`config.mk`:
```
export PLATFORM = sky130hd
export DESIGN_NAME = port_debounce_history_log_flat
export DESIGN_NICKNAME = d
export VERILOG_FILES = /design/src/hw/rtl/pdhl_pkg.sv /design/src/hw/rtl/pdhl_if.sv /design/src/hw/rtl/pdhl_core.sv /design/src/hw/rtl/port_debounce_history_log.sv /design/src/flat_wrapper.sv
export SDC_FILE = /design/constraint.sdc
export NUM_CORES = 1
export LEC_CHECK = 0
export ABC_AREA = 1
export BUFFER_PORTS_ARGS = -buffer_cell sky130_fd_sc_hd__buf_2
export CORE_MARGIN = 2
export CORE_UTILIZATION = 25
export DETAILED_ROUTE_END_ITERATION = 8
export PLACE_DENSITY = 0.38
export REMOVE_ABC_BUFFERS = 1
export SLEW_MARGIN = 30
export SYNTH_ARGS = -nofsm -noshare
export SYNTH_HDL_FRONTEND = slang
export SYNTH_SLANG_ARGS = --single-unit
export TNS_END_PERCENT = 100
```
`constraint.sdc`:
```
create_clock -name clk_i -period 3 [get_ports clk_i]
set_clock_uncertainty 0.15 [all_clocks]
set_input_delay 0.3 -clock clk_i [delete_from_list [all_inputs] [get_ports clk_i]]
set_output_delay 0.3 -clock clk_i [all_outputs]
set_load 0.005 [all_outputs]
```
`src/hw/rtl/pdhl_pkg.sv`:
```
`timescale 1ns / 1ps
// ----------------------------------------------------------------------------
// pdhl_pkg
// Shared types and constants of the debounced port history log.
// ----------------------------------------------------------------------------
package pdhl_pkg;

  localparam int unsigned PortWidth    = 8;
  localparam int unsigned HistDepth    = 16;
  localparam int unsigned HistIdxW     = $clog2(HistDepth);
  localparam int unsigned TicksW       = 8;
  localparam int unsigned KindW        = 2;
  localparam logic [TicksW-1:0] DebounceReset = TicksW'(50);
  localparam logic [TicksW-1:0] CountMax      = '1;

  typedef enum logic [KindW-1:0] {
    KindChange = 2'd0,
    KindTick   = 2'd1,
    KindRead   = 2'd2,
    KindLoad   = 2'd3
  } kind_e;

  typedef struct packed {
    kind_e                kind;
    logic [PortWidth-1:0] pins;
    logic [HistIdxW-1:0]  slot;
  } item_t;

  typedef struct packed {
    logic                 saved;
    logic [PortWidth-1:0] saved_value;
    logic [HistIdxW-1:0]  next_slot;
    logic                 pending;
    logic [PortWidth-1:0] read_value;
  } result_t;

endpackage

```
`src/hw/rtl/pdhl_if.sv`:
```
`timescale 1ns / 1ps
// ----------------------------------------------------------------------------
// pdhl channel interfaces
// Valid/ready channels for items, results and the debounce register write.
// ----------------------------------------------------------------------------
interface pdhl_in_if;
  logic                              valid;
  logic                              ready;
  logic [pdhl_pkg::KindW-1:0]        kind;
  logic [pdhl_pkg::PortWidth-1:0]    pins;
  logic [pdhl_pkg::HistIdxW-1:0]     slot;
  modport source (output valid, kind, pins, slot, input ready);
  modport sink   (input valid, kind, pins, slot, output ready);
endinterface

interface pdhl_out_if;
  logic                              valid;
  logic                              ready;
  logic                              saved;
  logic [pdhl_pkg::PortWidth-1:0]    saved_value;
  logic [pdhl_pkg::HistIdxW-1:0]     next_slot;
  logic                              pending;
  logic [pdhl_pkg::PortWidth-1:0]    read_value;
  modport source (output valid, saved, saved_value, next_slot, pending, read_value,
                  input ready);
  modport sink   (input valid, saved, saved_value, next_slot, pending, read_value,
                  output ready);
endinterface

interface pdhl_cfg_if;
  logic                              valid;
  logic                              ready;
  logic [pdhl_pkg::TicksW-1:0]       data;
  modport source (output valid, data, input ready);
  modport sink   (input valid, data, output ready);
endinterface

```
`src/hw/rtl/pdhl_core.sv`:
```
`timescale 1ns / 1ps
// ----------------------------------------------------------------------------
// pdhl_core
// Debounce window state, history ring and the per-beat result logic.
// ----------------------------------------------------------------------------
module pdhl_core (
  input  logic                          clk_i,
  input  logic                          rst_ni,
  input  logic                          step_i,
  input  pdhl_pkg::item_t               item_i,
  input  logic [pdhl_pkg::TicksW-1:0]   ticks_i,
  output pdhl_pkg::result_t             result_o
);

  logic [pdhl_pkg::PortWidth-1:0] hist_q [pdhl_pkg::HistDepth];
  logic [pdhl_pkg::HistIdxW-1:0]  wp_q, wp_d;
  logic                           active_q, active_d;
  logic [pdhl_pkg::TicksW-1:0]    count_q, count_d;
  logic [pdhl_pkg::PortWidth-1:0] cand_q, cand_d;
  logic [pdhl_pkg::PortWidth-1:0] stable_q, stable_d;
  logic [pdhl_pkg::TicksW-1:0]    count_inc;
  logic                           hist_we;
  logic [pdhl_pkg::PortWidth-1:0] read_value;

  assign count_inc = (count_q == pdhl_pkg::CountMax) ? count_q : count_q + 1'b1;

  always_comb begin
    wp_d       = wp_q;
    active_d   = active_q;
    count_d    = count_q;
    cand_d     = cand_q;
    stable_d   = stable_q;
    hist_we    = 1'b0;
    read_value = '0;
    case (item_i.kind)
      pdhl_pkg::KindChange: begin
        if (!active_q) begin
          active_d = 1'b1;
          count_d  = '0;
          cand_d   = item_i.pins;
        end
      end
      pdhl_pkg::KindTick: begin
        if (active_q) begin
          if (item_i.pins == cand_q) begin
            if (count_inc >= ticks_i) begin
              if (item_i.pins != stable_q) begin
                hist_we  = 1'b1;
                wp_d     = (wp_q == pdhl_pkg::HistIdxW'(pdhl_pkg::HistDepth - 1)) ?
                           '0 : wp_q + 1'b1;
                stable_d = item_i.pins;
              end
              active_d = 1'b0;
              count_d  = '0;
            end else begin
              count_d = count_inc;
            end
          end else begin
            cand_d  = item_i.pins;
            count_d = '0;
          end
        end
      end
      pdhl_pkg::KindRead: begin
        read_value = hist_q[item_i.slot];
      end
      pdhl_pkg::KindLoad: begin
        stable_d = item_i.pins;
      end
      default: begin
        stable_d = stable_q;
      end
    endcase
  end

  always_ff @(posedge clk_i or negedge rst_ni) begin
    if (!rst_ni) begin
      for (int i = 0; i < pdhl_pkg::HistDepth; i++) begin
        hist_q[i] <= '0;
      end
      wp_q     <= '0;
      active_q <= 1'b0;
      count_q  <= '0;
      cand_q   <= '0;
      stable_q <= '0;
    end else if (step_i) begin
      if (hist_we) begin
        hist_q[wp_q] <= item_i.pins;
      end
      wp_q     <= wp_d;
      active_q <= active_d;
      count_q  <= count_d;
      cand_q   <= cand_d;
      stable_q <= stable_d;
    end
  end

  always_comb begin
    result_o.saved       = hist_we;
    result_o.saved_value = hist_we ? item_i.pins : '0;
    result_o.next_slot   = wp_d;
    result_o.pending     = active_d;
    result_o.read_value  = read_value;
  end

endmodule

```
`src/hw/rtl/port_debounce_history_log.sv`:
```
`timescale 1ns / 1ps
// ----------------------------------------------------------------------------
// port_debounce_history_log
// Debounces an eight-bit port and logs each new stable level in a 16-entry ring.
// an item's result is loaded into the result register as it leaves the input register while out is free
// throughput: one item per cycle while out is not stalled, set by the single-pass update of the window state
// an input register and a result register sit on either side of the update logic
// reset clears the ring, window state, write position and sets debounce_ticks to 50
// ----------------------------------------------------------------------------
module port_debounce_history_log (
  input  logic         clk_i,
  input  logic         rst_ni,
  pdhl_in_if.sink      in_i,
  pdhl_out_if.source   out_o,
  pdhl_cfg_if.sink     cfg_i
);

  logic                        in_valid_q;
  pdhl_pkg::item_t             in_q;
  logic                        out_valid_q;
  pdhl_pkg::result_t           out_q;
  pdhl_pkg::result_t           result;
  logic [pdhl_pkg::TicksW-1:0] ticks_q;
  logic                        advance;
  logic                        in_ready;

  assign advance   = in_valid_q && (!out_valid_q || out_o.ready);
  assign in_ready  = !in_valid_q || advance;
  assign in_i.ready  = in_ready;
  assign cfg_i.ready = 1'b1;

  // config register
  always_ff @(posedge clk_i or negedge rst_ni) begin
    if (!rst_ni) begin
      ticks_q <= pdhl_pkg::DebounceReset;
    end else if (cfg_i.valid) begin
      ticks_q <= cfg_i.data;
    end
  end

  // input register
  always_ff @(posedge clk_i or negedge rst_ni) begin
    if (!rst_ni) begin
      in_valid_q <= 1'b0;
    end else if (in_ready) begin
      in_valid_q <= in_i.valid;
    end
  end

  always_ff @(posedge clk_i) begin
    if (in_ready && in_i.valid) begin
      in_q.kind <= pdhl_pkg::kind_e'(in_i.kind);
      in_q.pins <= in_i.pins;
      in_q.slot <= in_i.slot;
    end
  end

  pdhl_core u_core (
    .clk_i    (clk_i),
    .rst_ni   (rst_ni),
    .step_i   (advance),
    .item_i   (in_q),
    .ticks_i  (ticks_q),
    .result_o (result)
  );

  // result register
  always_ff @(posedge clk_i or negedge rst_ni) begin
    if (!rst_ni) begin
      out_valid_q <= 1'b0;
    end else if (advance) begin
      out_valid_q <= 1'b1;
    end else if (out_o.ready) begin
      out_valid_q <= 1'b0;
    end
  end

  always_ff @(posedge clk_i) begin
    if (advance) begin
      out_q <= result;
    end
  end

  assign out_o.valid       = out_valid_q;
  assign out_o.saved       = out_q.saved;
  assign out_o.saved_value = out_q.saved_value;
  assign out_o.next_slot   = out_q.next_slot;
  assign out_o.pending     = out_q.pending;
  assign out_o.read_value  = out_q.read_value;

endmodule

```
`src/flat_wrapper.sv`:
```
// flat-port wrapper written by rule: the top's interface ports become plain ports
module port_debounce_history_log_flat 
  (clk_i, rst_ni, in_i_valid, in_i_kind, in_i_pins, in_i_slot, in_i_ready, out_o_valid, out_o_saved, out_o_saved_value, out_o_next_slot, out_o_pending, out_o_read_value, out_o_ready, cfg_i_valid, cfg_i_data, cfg_i_ready);
  pdhl_in_if in_i_i ();
  pdhl_out_if out_o_i ();
  pdhl_cfg_if cfg_i_i ();
  input  logic clk_i;
  input  logic rst_ni;
  input wire logic [$bits(in_i_i.valid)-1:0] in_i_valid;
  input wire logic [$bits(in_i_i.kind)-1:0] in_i_kind;
  input wire logic [$bits(in_i_i.pins)-1:0] in_i_pins;
  input wire logic [$bits(in_i_i.slot)-1:0] in_i_slot;
  output wire logic [$bits(in_i_i.ready)-1:0] in_i_ready;
  output wire logic [$bits(out_o_i.valid)-1:0] out_o_valid;
  output wire logic [$bits(out_o_i.saved)-1:0] out_o_saved;
  output wire logic [$bits(out_o_i.saved_value)-1:0] out_o_saved_value;
  output wire logic [$bits(out_o_i.next_slot)-1:0] out_o_next_slot;
  output wire logic [$bits(out_o_i.pending)-1:0] out_o_pending;
  output wire logic [$bits(out_o_i.read_value)-1:0] out_o_read_value;
  input wire logic [$bits(out_o_i.ready)-1:0] out_o_ready;
  input wire logic [$bits(cfg_i_i.valid)-1:0] cfg_i_valid;
  input wire logic [$bits(cfg_i_i.data)-1:0] cfg_i_data;
  output wire logic [$bits(cfg_i_i.ready)-1:0] cfg_i_ready;
  assign in_i_i.valid = in_i_valid;
  assign in_i_i.kind = in_i_kind;
  assign in_i_i.pins = in_i_pins;
  assign in_i_i.slot = in_i_slot;
  assign in_i_ready = in_i_i.ready;
  assign out_o_valid = out_o_i.valid;
  assign out_o_saved = out_o_i.saved;
  assign out_o_saved_value = out_o_i.saved_value;
  assign out_o_next_slot = out_o_i.next_slot;
  assign out_o_pending = out_o_i.pending;
  assign out_o_read_value = out_o_i.read_value;
  assign out_o_i.ready = out_o_ready;
  assign cfg_i_i.valid = cfg_i_valid;
  assign cfg_i_i.data = cfg_i_data;
  assign cfg_i_ready = cfg_i_i.ready;
  port_debounce_history_log u_core (.clk_i(clk_i), .rst_ni(rst_ni), .in_i(in_i_i), .out_o(out_o_i), .cfg_i(cfg_i_i));
endmodule
```
==> results of run 1 <==
-- cells in the mapped netlist --
cell type	n
sky130_fd_sc_hd__a211oi_1	1
sky130_fd_sc_hd__a21oi_1	15
sky130_fd_sc_hd__buf_1	5
sky130_fd_sc_hd__buf_2	8
sky130_fd_sc_hd__buf_4	19
sky130_fd_sc_hd__buf_8	1
sky130_fd_sc_hd__clkbuf_1	49
sky130_fd_sc_hd__clkinv_1	3
sky130_fd_sc_hd__conb_1	1
sky130_fd_sc_hd__dfrtp_1	164
sky130_fd_sc_hd__dfstp_2	3
sky130_fd_sc_hd__edfxtp_1	36
sky130_fd_sc_hd__ha_1	13
sky130_fd_sc_hd__inv_1	87
sky130_fd_sc_hd__inv_2	8
sky130_fd_sc_hd__mux2_2	1
sky130_fd_sc_hd__nand2_1	388
sky130_fd_sc_hd__nand3_1	39
sky130_fd_sc_hd__nand3_2	1
sky130_fd_sc_hd__nand4_1	105
sky130_fd_sc_hd__nand4_2	1
sky130_fd_sc_hd__nand4_4	6
sky130_fd_sc_hd__nor2_1	96
sky130_fd_sc_hd__nor2_2	1
sky130_fd_sc_hd__nor2_4	2
sky130_fd_sc_hd__nor3_1	3
sky130_fd_sc_hd__nor3_2	1
sky130_fd_sc_hd__o211ai_1	10
sky130_fd_sc_hd__o21a_1	1
sky130_fd_sc_hd__o21ai_0	106
sky130_fd_sc_hd__o221ai_1	22
sky130_fd_sc_hd__o22ai_1	10
sky130_fd_sc_hd__or2_2	1
sky130_fd_sc_hd__xnor2_1	4
sky130_fd_sc_hd__xor2_1	4
-- metal layers --
metal,track usage,up-vias,share of wire
met5,0,-,0
met4,0.0434,0,0.018
met3,0.0191,37,0.037
met2,0.288,192,0.48
met1,0.241,4430,0.47
li1,-,4349,-
-- final cells by class --
| type | instances | area (um^2) |
|---|---|---|
| tap | 525 | 657 |
| fill | 4223 | 26500 |
| clock inverter | 8 | 41.3 |
| timing repair buffer | 190 | 1840 |
| sequential | 203 | 5260 |
| clock buffer | 39 | 761 |
| multi-input combinational | 832 | 4440 |
| inverter | 98 | 368 |
-- power groups by stage --
stage	sequential [uW]	combinational [uW]	clock, uW
floorplan	3170	420	0
global route	3130	1020	3190
global placement	3160	829	0
detailed placement	3160	832	0
finish	3110	899	2980
CTS	3110	885	3080
-- kinds of logic (layout without fill, tap and decap cells) --
kind of cell | after synthesis | count (layout) | synth area share
multiplexers | 1 | 1 | 0.00111
AO/OA/AOI/OAI | 165 | 165 | 0.0941
flip-flops | 203 | 203 | 0.521
XOR/XNOR | 8 | 8 | 0.00693
adder cells (fa/ha/maj) | 13 | 13 | 0.0161
other | 1 | 1 | 0.000371
AND/OR/NAND/NOR | 644 | 644 | 0.285
buffers and inverters | 180 | 335 | 0.0760
-- critical path: stages, from the launching register on --
cell and delay (ps):
sky130_fd_sc_hd__dfrtp_1 350, sky130_fd_sc_hd__ha_2 190, sky130_fd_sc_hd__nand2_2 50, sky130_fd_sc_hd__inv_2 50, sky130_fd_sc_hd__nand4_1 100, sky130_fd_sc_hd__nor2_2 180, sky130_fd_sc_hd__nand2_4 120, sky130_fd_sc_hd__nand2_2 80
sky130_fd_sc_hd__xor2_1 170, sky130_fd_sc_hd__inv_1 100, sky130_fd_sc_hd__ha_4 280, sky130_fd_sc_hd__a21oi_2 40, sky130_fd_sc_hd__o21a_1 210, sky130_fd_sc_hd__nand2_4 100, sky130_fd_sc_hd__nand3_4 70, sky130_fd_sc_hd__nor2_4 160
sky130_fd_sc_hd__buf_12 140, sky130_fd_sc_hd__buf_16 130, sky130_fd_sc_hd__nand4_4 190, sky130_fd_sc_hd__nand2_1 150, sky130_fd_sc_hd__nand2_1 60
-- worst max path at each step --
stage	from	to	slack, ps
floorplan	u_core.u_core.count_q[0]	u_core.u_core.hist_q[0]	-3460
finish	u_core.u_core.count_q[1]	u_core.u_core.hist_q[83]	-210
global route	u_core.u_core.count_q[1]	u_core.u_core.hist_q[81]	-440
CTS	u_core.u_core.count_q[1]	u_core.u_core.hist_q[87]	-220
detailed placement	u_core.u_core.count_q[1]	u_core.u_core.hist_q[22]	-360
global placement	u_core.u_core.count_q[0]	u_core.u_core.hist_q[22]	-320
-- through the flow --
stage	worst slack, ps	total power, uW	TNS (ps)	utilization
4_1_cts	-215	7070	-21050	0.325
2_1_floorplan	-3460	3590	-321050	-
6_report	-207	6980	-21820	0.336
5_1_grt	-435	7340	-56330	0.336
3_3_place_gp	-319	3990	-35160	0.286
3_5_place_dp	-363	3990	-42610	0.286
-- registers in the layout (all words and copies together) (netlist names) --
name / flops
u_core.out_o.saved: 1
u_core.out_o.pending: 1
u_core.u_core.wp_q: 4
u_core.u_core.cand_q: 8
u_core.u_core.stable_q: 8
u_core.u_core.active_q: 1
u_core.u_core.hist_q: 128
u_core.in_q: 14
u_core.u_core.count_q: 8
u_core.in_valid_q: 1
u_core.out_o.valid: 1
u_core.out_o.next_slot: 4
u_core.out_o.saved_value: 8
u_core.ticks_q: 8
u_core.out_o.read_value: 8
-- what timing repair did --
item | CTS | global route
buffers inserted | 17 | 6
pin swaps | 24 | 28
setup endpoints to repair | 150 | 155
gates cloned | 3 | 5
hold buffers | 39 | 0
endpoints found under the hold margin | 71 | 0
gates resized for setup | 47 | 101
==> impl_metrics.ini, run 1 <==
[timing]
fin_crit_sh = 1.07
rsz0062_at_grt = true
final-max-slew-violation-count = 0
timing_worst_slew_pin_value_ps = 914
finalSetupViolations = 143
hold_violations = 0
max_slew_margin = 0.387
min_period_ps = 3210
fmax_ghz = 0.312
finalWorstSetupSlack_ps = -207
timing.hold.ws_ps = 18.5

[yosys]
netlist_area_mm2 = 0.0101
netlist_instances = 1215
synth_sequential_area_ratio = 0.521
ys_top_cells_by_area = sky130_fd_sc_hd__dfrtp_1, sky130_fd_sc_hd__nand2_1, sky130_fd_sc_hd__edfxtp_1, sky130_fd_sc_hd__nand4_1, sky130_fd_sc_hd__o21ai_0
share_of_yosys_cell_area_claimed_by_the_top_area_cell_type = 0.406
yosys.area.top_type = sky130_fd_sc_hd__dfrtp_1
synth-seq-cells = 203
post_synth_num_cell_types = 35
yosys_warnings = 0
postSynthAreaPerCell_um2 = 8.32

[routing]
first_pass_iters = 5
route.detailed.vias_per_inst = 4.75
route.vias.total = 9008
drtAntennaViolNets = 0
wire_per_inst_um = 19.1
drc = 0
overall_routed_net_length_mm = 36.2
detail_route.iter0.violations = 606

[final_layout]
final_common_cell = sky130_fd_sc_hd__nand2_1
final_area_mm2 = 0.0134
post_route_cells_drive_above_1_share = 0.215
final_cell_count_no_fill = 1895
final_cell_mix = sky130_fd_sc_hd__nand2_1, sky130_fd_sc_hd__dfrtp_1, sky130_fd_sc_hd__nand4_1
layout-area-overhead-vs-synth_pct = 32.3
final_nets = 1391
antennaDiodeCount = 0

[floorplan]
floorplan.io_pins = 52
area_of_the_core_mm2 = 0.0398
initial_utilization = 0.254
floorplan_die_width_um = 205
dieHeight_um = 205
overall_die_area_mm2 = 0.0421
fp-row-count = 73

[grt]
grt_max_degree = 65
gr-total-overflow = 0
first_global_vias = 9226
groute.usage.overall = 0.174
grt_antenna_before_repair = 0
wire_length_of_the_first_global_routing_pass_mm = 55.9

[critical_path]
crit_path_max_fanout = 8
timing.critical_path.required_ps = 3270
timing.rr.start = u_core.u_core.count_q[1]
worst-r2r-cell-count = 20
cp_data_arrival_time_ps = 3480
cp-end-kind = flip-flop
worstReg2RegEnd = u_core.u_core.hist_q[83]
setup.reg_to_reg.worst_slack_ps = -210
class_of_the_most_critical_setup_path = flip-flop to flip-flop
critPathLaunchType = flip-flop

[placement]
numPlacedInstances = 1785
post_dp_cell_area_mm2 = 0.0114
gp_routability_congestion = 0.762
portBuffers = 50
place_hpwl_mm = 22.4

[clock_tree]
path_clk_slew_ps = 50
insertion_delay_ps = 540
clock_tree.buffer_depth = 3
cts_htree_levels = 1
cts_sinks = 203
tritoncts.num_buffers = 26
clockRootBuffer = sky130_fd_sc_hd__clkbuf_16
cts_tree = built

[outcome]
outcome = complete, but fails checks
violations = negative setup slack

[power]
netSwitchingFraction = 0.277
pint_uw = 5050
worst_ir_drop_vdd_v = 0.000362
leakagePower_uw = 0.00634
switching_power_uw = 1930
power.share.sequential = 0.445
comb_power_share = 0.129
power_density_mw_per_mm2 = 522
clockPowerShare = 0.426

[hold_path]
hold_removal_path_class = input port to flip-flop
hold-path-endpoint = u_core.ticks_q[7]
hold_path.startpoint = cfg_i_valid
worstHoldPathCells = 2

[run]
max_cap_viol_count = 0
(Power assumes the default switching activity.)
==> inputs of run 2 (changes only) <==
--- a/config.mk
+++ b/config.mk
@@ -10,7 +10,7 @@
 export CORE_MARGIN = 2
 export CORE_UTILIZATION = 25
 export DETAILED_ROUTE_END_ITERATION = 8
-export PLACE_DENSITY = 0.38
+export PLACE_DENSITY = 0.44
 export REMOVE_ABC_BUFFERS = 1
 export SLEW_MARGIN = 30
 export SYNTH_ARGS = -nofsm -noshare
==> run 2 against run 1 <==
Net effect: the flow still finishes with violations (negative setup slack); final cell count hardly changed; first-iteration DRC count increased by 20%; clock power decreased by 1%; critical path type unchanged; largest cell class unchanged; highest routed layer unchanged.
==> impl_metrics.ini, run 2 (same netlist as run 1, synthesis figures left out) <==
[placement]
preCtsSetupSlack_ps = -343
place_hpwl_mm = 21.8
portBuffers = 50
gp_routability_congestion = 0.783

[final_layout]
post_route_cells_drive_above_1_share = 0.230
antennaDiodeCount = 0
max_flop_register = u_core.u_core.hist_q
layout-area-overhead-vs-synth_pct = 30.7
ff_latch_area_mm2 = 0.00526
multi_input_comb_area_mm2 = 0.00442
final_common_cell = sky130_fd_sc_hd__nand2_1
final_layout_fill_cell_count = 4222
largest_registers = u_core.u_core.hist_q: 128 flops, u_core.in_q: 14 flops
final_cell_mix = sky130_fd_sc_hd__nand2_1, sky130_fd_sc_hd__dfrtp_1, sky130_fd_sc_hd__nand4_1
flip_flop_count_of_the_largest_register_after_layout = 128
final_nets = 1392

[timing]
rsz0062_at_grt = true
finalSetupViolations = 151
timing_worst_slew_pin_value_ps = 750
finalWorstSetupSlack_ps = -341
max_slew_margin = 0.498
final-max-slew-violation-count = 0
min_period_ps = 3340
fin_crit_sh = 1.11
fmax_ghz = 0.299
hold_violations = 0
tns_ps = -37730

[floorplan]
dieHeight_um = 205
floorplan_die_width_um = 205
area_of_the_core_mm2 = 0.0398
fp-row-count = 73
floorplan.io_pins = 52
overall_die_area_mm2 = 0.0421
initial_utilization = 0.254

[power]
netSwitchingFraction = 0.276
worst_ir_drop_vdd_v = 0.000355
switching_power_uw = 1910
comb_power_share = 0.127
leakagePower_uw = 0.00630
clockPowerShare = 0.424
power_density_mw_per_mm2 = 525
power.share.sequential = 0.449
pint_uw = 5030

[grt]
wire_length_of_the_first_global_routing_pass_mm = 53.2
grt_max_degree = 75
gr-total-overflow = 0
grt_antenna_before_repair = 0
first_global_vias = 8923
groute.usage.overall = 0.164

[routing]
route.detailed.vias_per_inst = 4.76
detail_route.iter0.violations = 729
route.vias.total = 9031
drtAntennaViolNets = 0
drc = 0
first_pass_iters = 5
wire_per_inst_um = 18.1
overall_routed_net_length_mm = 34.3

[critical_path]
critPathLaunchType = flip-flop
crit_path_max_fanout = 9
cp_data_arrival_time_ps = 3480
worst-r2r-cell-count = 18
timing.critical_path.required_ps = 3140
cp-end-kind = flip-flop
class_of_the_most_critical_setup_path = flip-flop to flip-flop

[outcome]
outcome = complete, but fails checks
violations = negative setup slack

[hold_path]
hold_removal_path_class = input port to flip-flop
worstHoldPathCells = 3

[clock_tree]
tritoncts.num_buffers = 25
cts_sinks = 203
cts_tree = built
cts_htree_levels = 1
clock_tree.buffer_depth = 3
path_clk_slew_ps = 50
clockRootBuffer = sky130_fd_sc_hd__clkbuf_16
insertion_delay_ps = 530

[run]
max_cap_viol_count = 0
-- run 2: cell count changes in the layout (fill, tap and decap cells not counted), sizes merged --
cell         change
clkbuf           -3
buf             +10
bufinv           +1
clkinv           -3
dlygate4sd3      -6
inv              +1
clkinvlp         +1
-- run 2: stage by stage --
stage	hold slack (ps)	cells	area (um^2)	power [uW]	util
2_1_floorplan	-146	1133	9710	3590	-
3_3_place_gp	50.2	1792	11400	3970	0.285
3_5_place_dp	54.4	1792	11400	3980	0.285
4_1_cts	3.04	1882	12700	7010	0.319
5_1_grt	45.0	1896	13200	7300	0.332
6_report	15.7	1896	13200	6940	0.332
-- run 2: final cells by class --
class / count / area share
inverter: 98 / 0.0278
tap: 525 / 0.0497
clock inverter: 8 / 0.00530
multi-input combinational: 832 / 0.334
clock buffer: 38 / 0.0541
timing repair buffer: 192 / 0.130
sequential: 203 / 0.398
-- run 2: critical path: stages (launching register included) --
cell,delay [ps]
sky130_fd_sc_hd__dfrtp_1,360
sky130_fd_sc_hd__ha_2,180
sky130_fd_sc_hd__nand2_1,60
sky130_fd_sc_hd__inv_2,60
sky130_fd_sc_hd__nand4_1,120
sky130_fd_sc_hd__nor2_2,210
sky130_fd_sc_hd__nand2_4,120
sky130_fd_sc_hd__nand2_4,100
sky130_fd_sc_hd__xor2_2,160
sky130_fd_sc_hd__inv_2,70
sky130_fd_sc_hd__ha_4,270
sky130_fd_sc_hd__a21oi_2,50
sky130_fd_sc_hd__o21a_1,220
sky130_fd_sc_hd__nand2_4,100
sky130_fd_sc_hd__nand3_4,80
sky130_fd_sc_hd__nor2_4,250
sky130_fd_sc_hd__clkbuf_16,230
sky130_fd_sc_hd__o21ai_0,130
sky130_fd_sc_hd__buf_4,160
-- run 2: power by group through the flow --
| stage | sequential (uW) | clock (uW) | combinational [uW] |
|---|---|---|---|
| 3_5_place_dp | 3160 | 0 | 818 |
| 3_3_place_gp | 3160 | 0 | 809 |
| 2_1_floorplan | 3170 | 0 | 420 |
| 6_report | 3120 | 2940 | 879 |
| 5_1_grt | 3140 | 3160 | 995 |
| 4_1_cts | 3120 | 3030 | 860 |
-- run 2: worst paths after layout --
kind / slack [ps] / end / start
worst max-delay path: -340 / u_core.out_o.next_slot[1] / u_core.u_core.count_q[1]
worst min-delay path: 20 / u_core.ticks_q[6] / cfg_i_valid
min in group asynchronous: 60 / u_core.ticks_q[2] / rst_ni
worst min register to register: 320 / u_core.u_core.hist_q[67] / u_core.u_core.hist_q[67]
max in group asynchronous: 1900 / u_core.u_core.hist_q[10] / rst_ni
worst max register to register: -340 / u_core.out_o.next_slot[1] / u_core.u_core.count_q[1]
-- run 2: what timing repair did --
| action | in CTS | in global routing |
|---|---|---|
| cloned | 3 | 3 |
| hold endpoints to repair | 190 | 0 |
| buffers inserted | 8 | 13 |
| resized for setup | 17 | 120 |
| hold buffers | 33 | 0 |
| pin swaps | 3 | 46 |
| setup endpoints to repair | 151 | 155 |
-- run 2: metal layers --
layer / GRT usage / vias to the layer above / part of all wire
li1: - / 4344 / -
met1: 0.228 / 4391 / 0.46
met2: 0.267 / 238 / 0.47
met3: 0.0200 / 58 / 0.045
met4: 0.0519 / 0 / 0.029
met5: 0 / - / 0
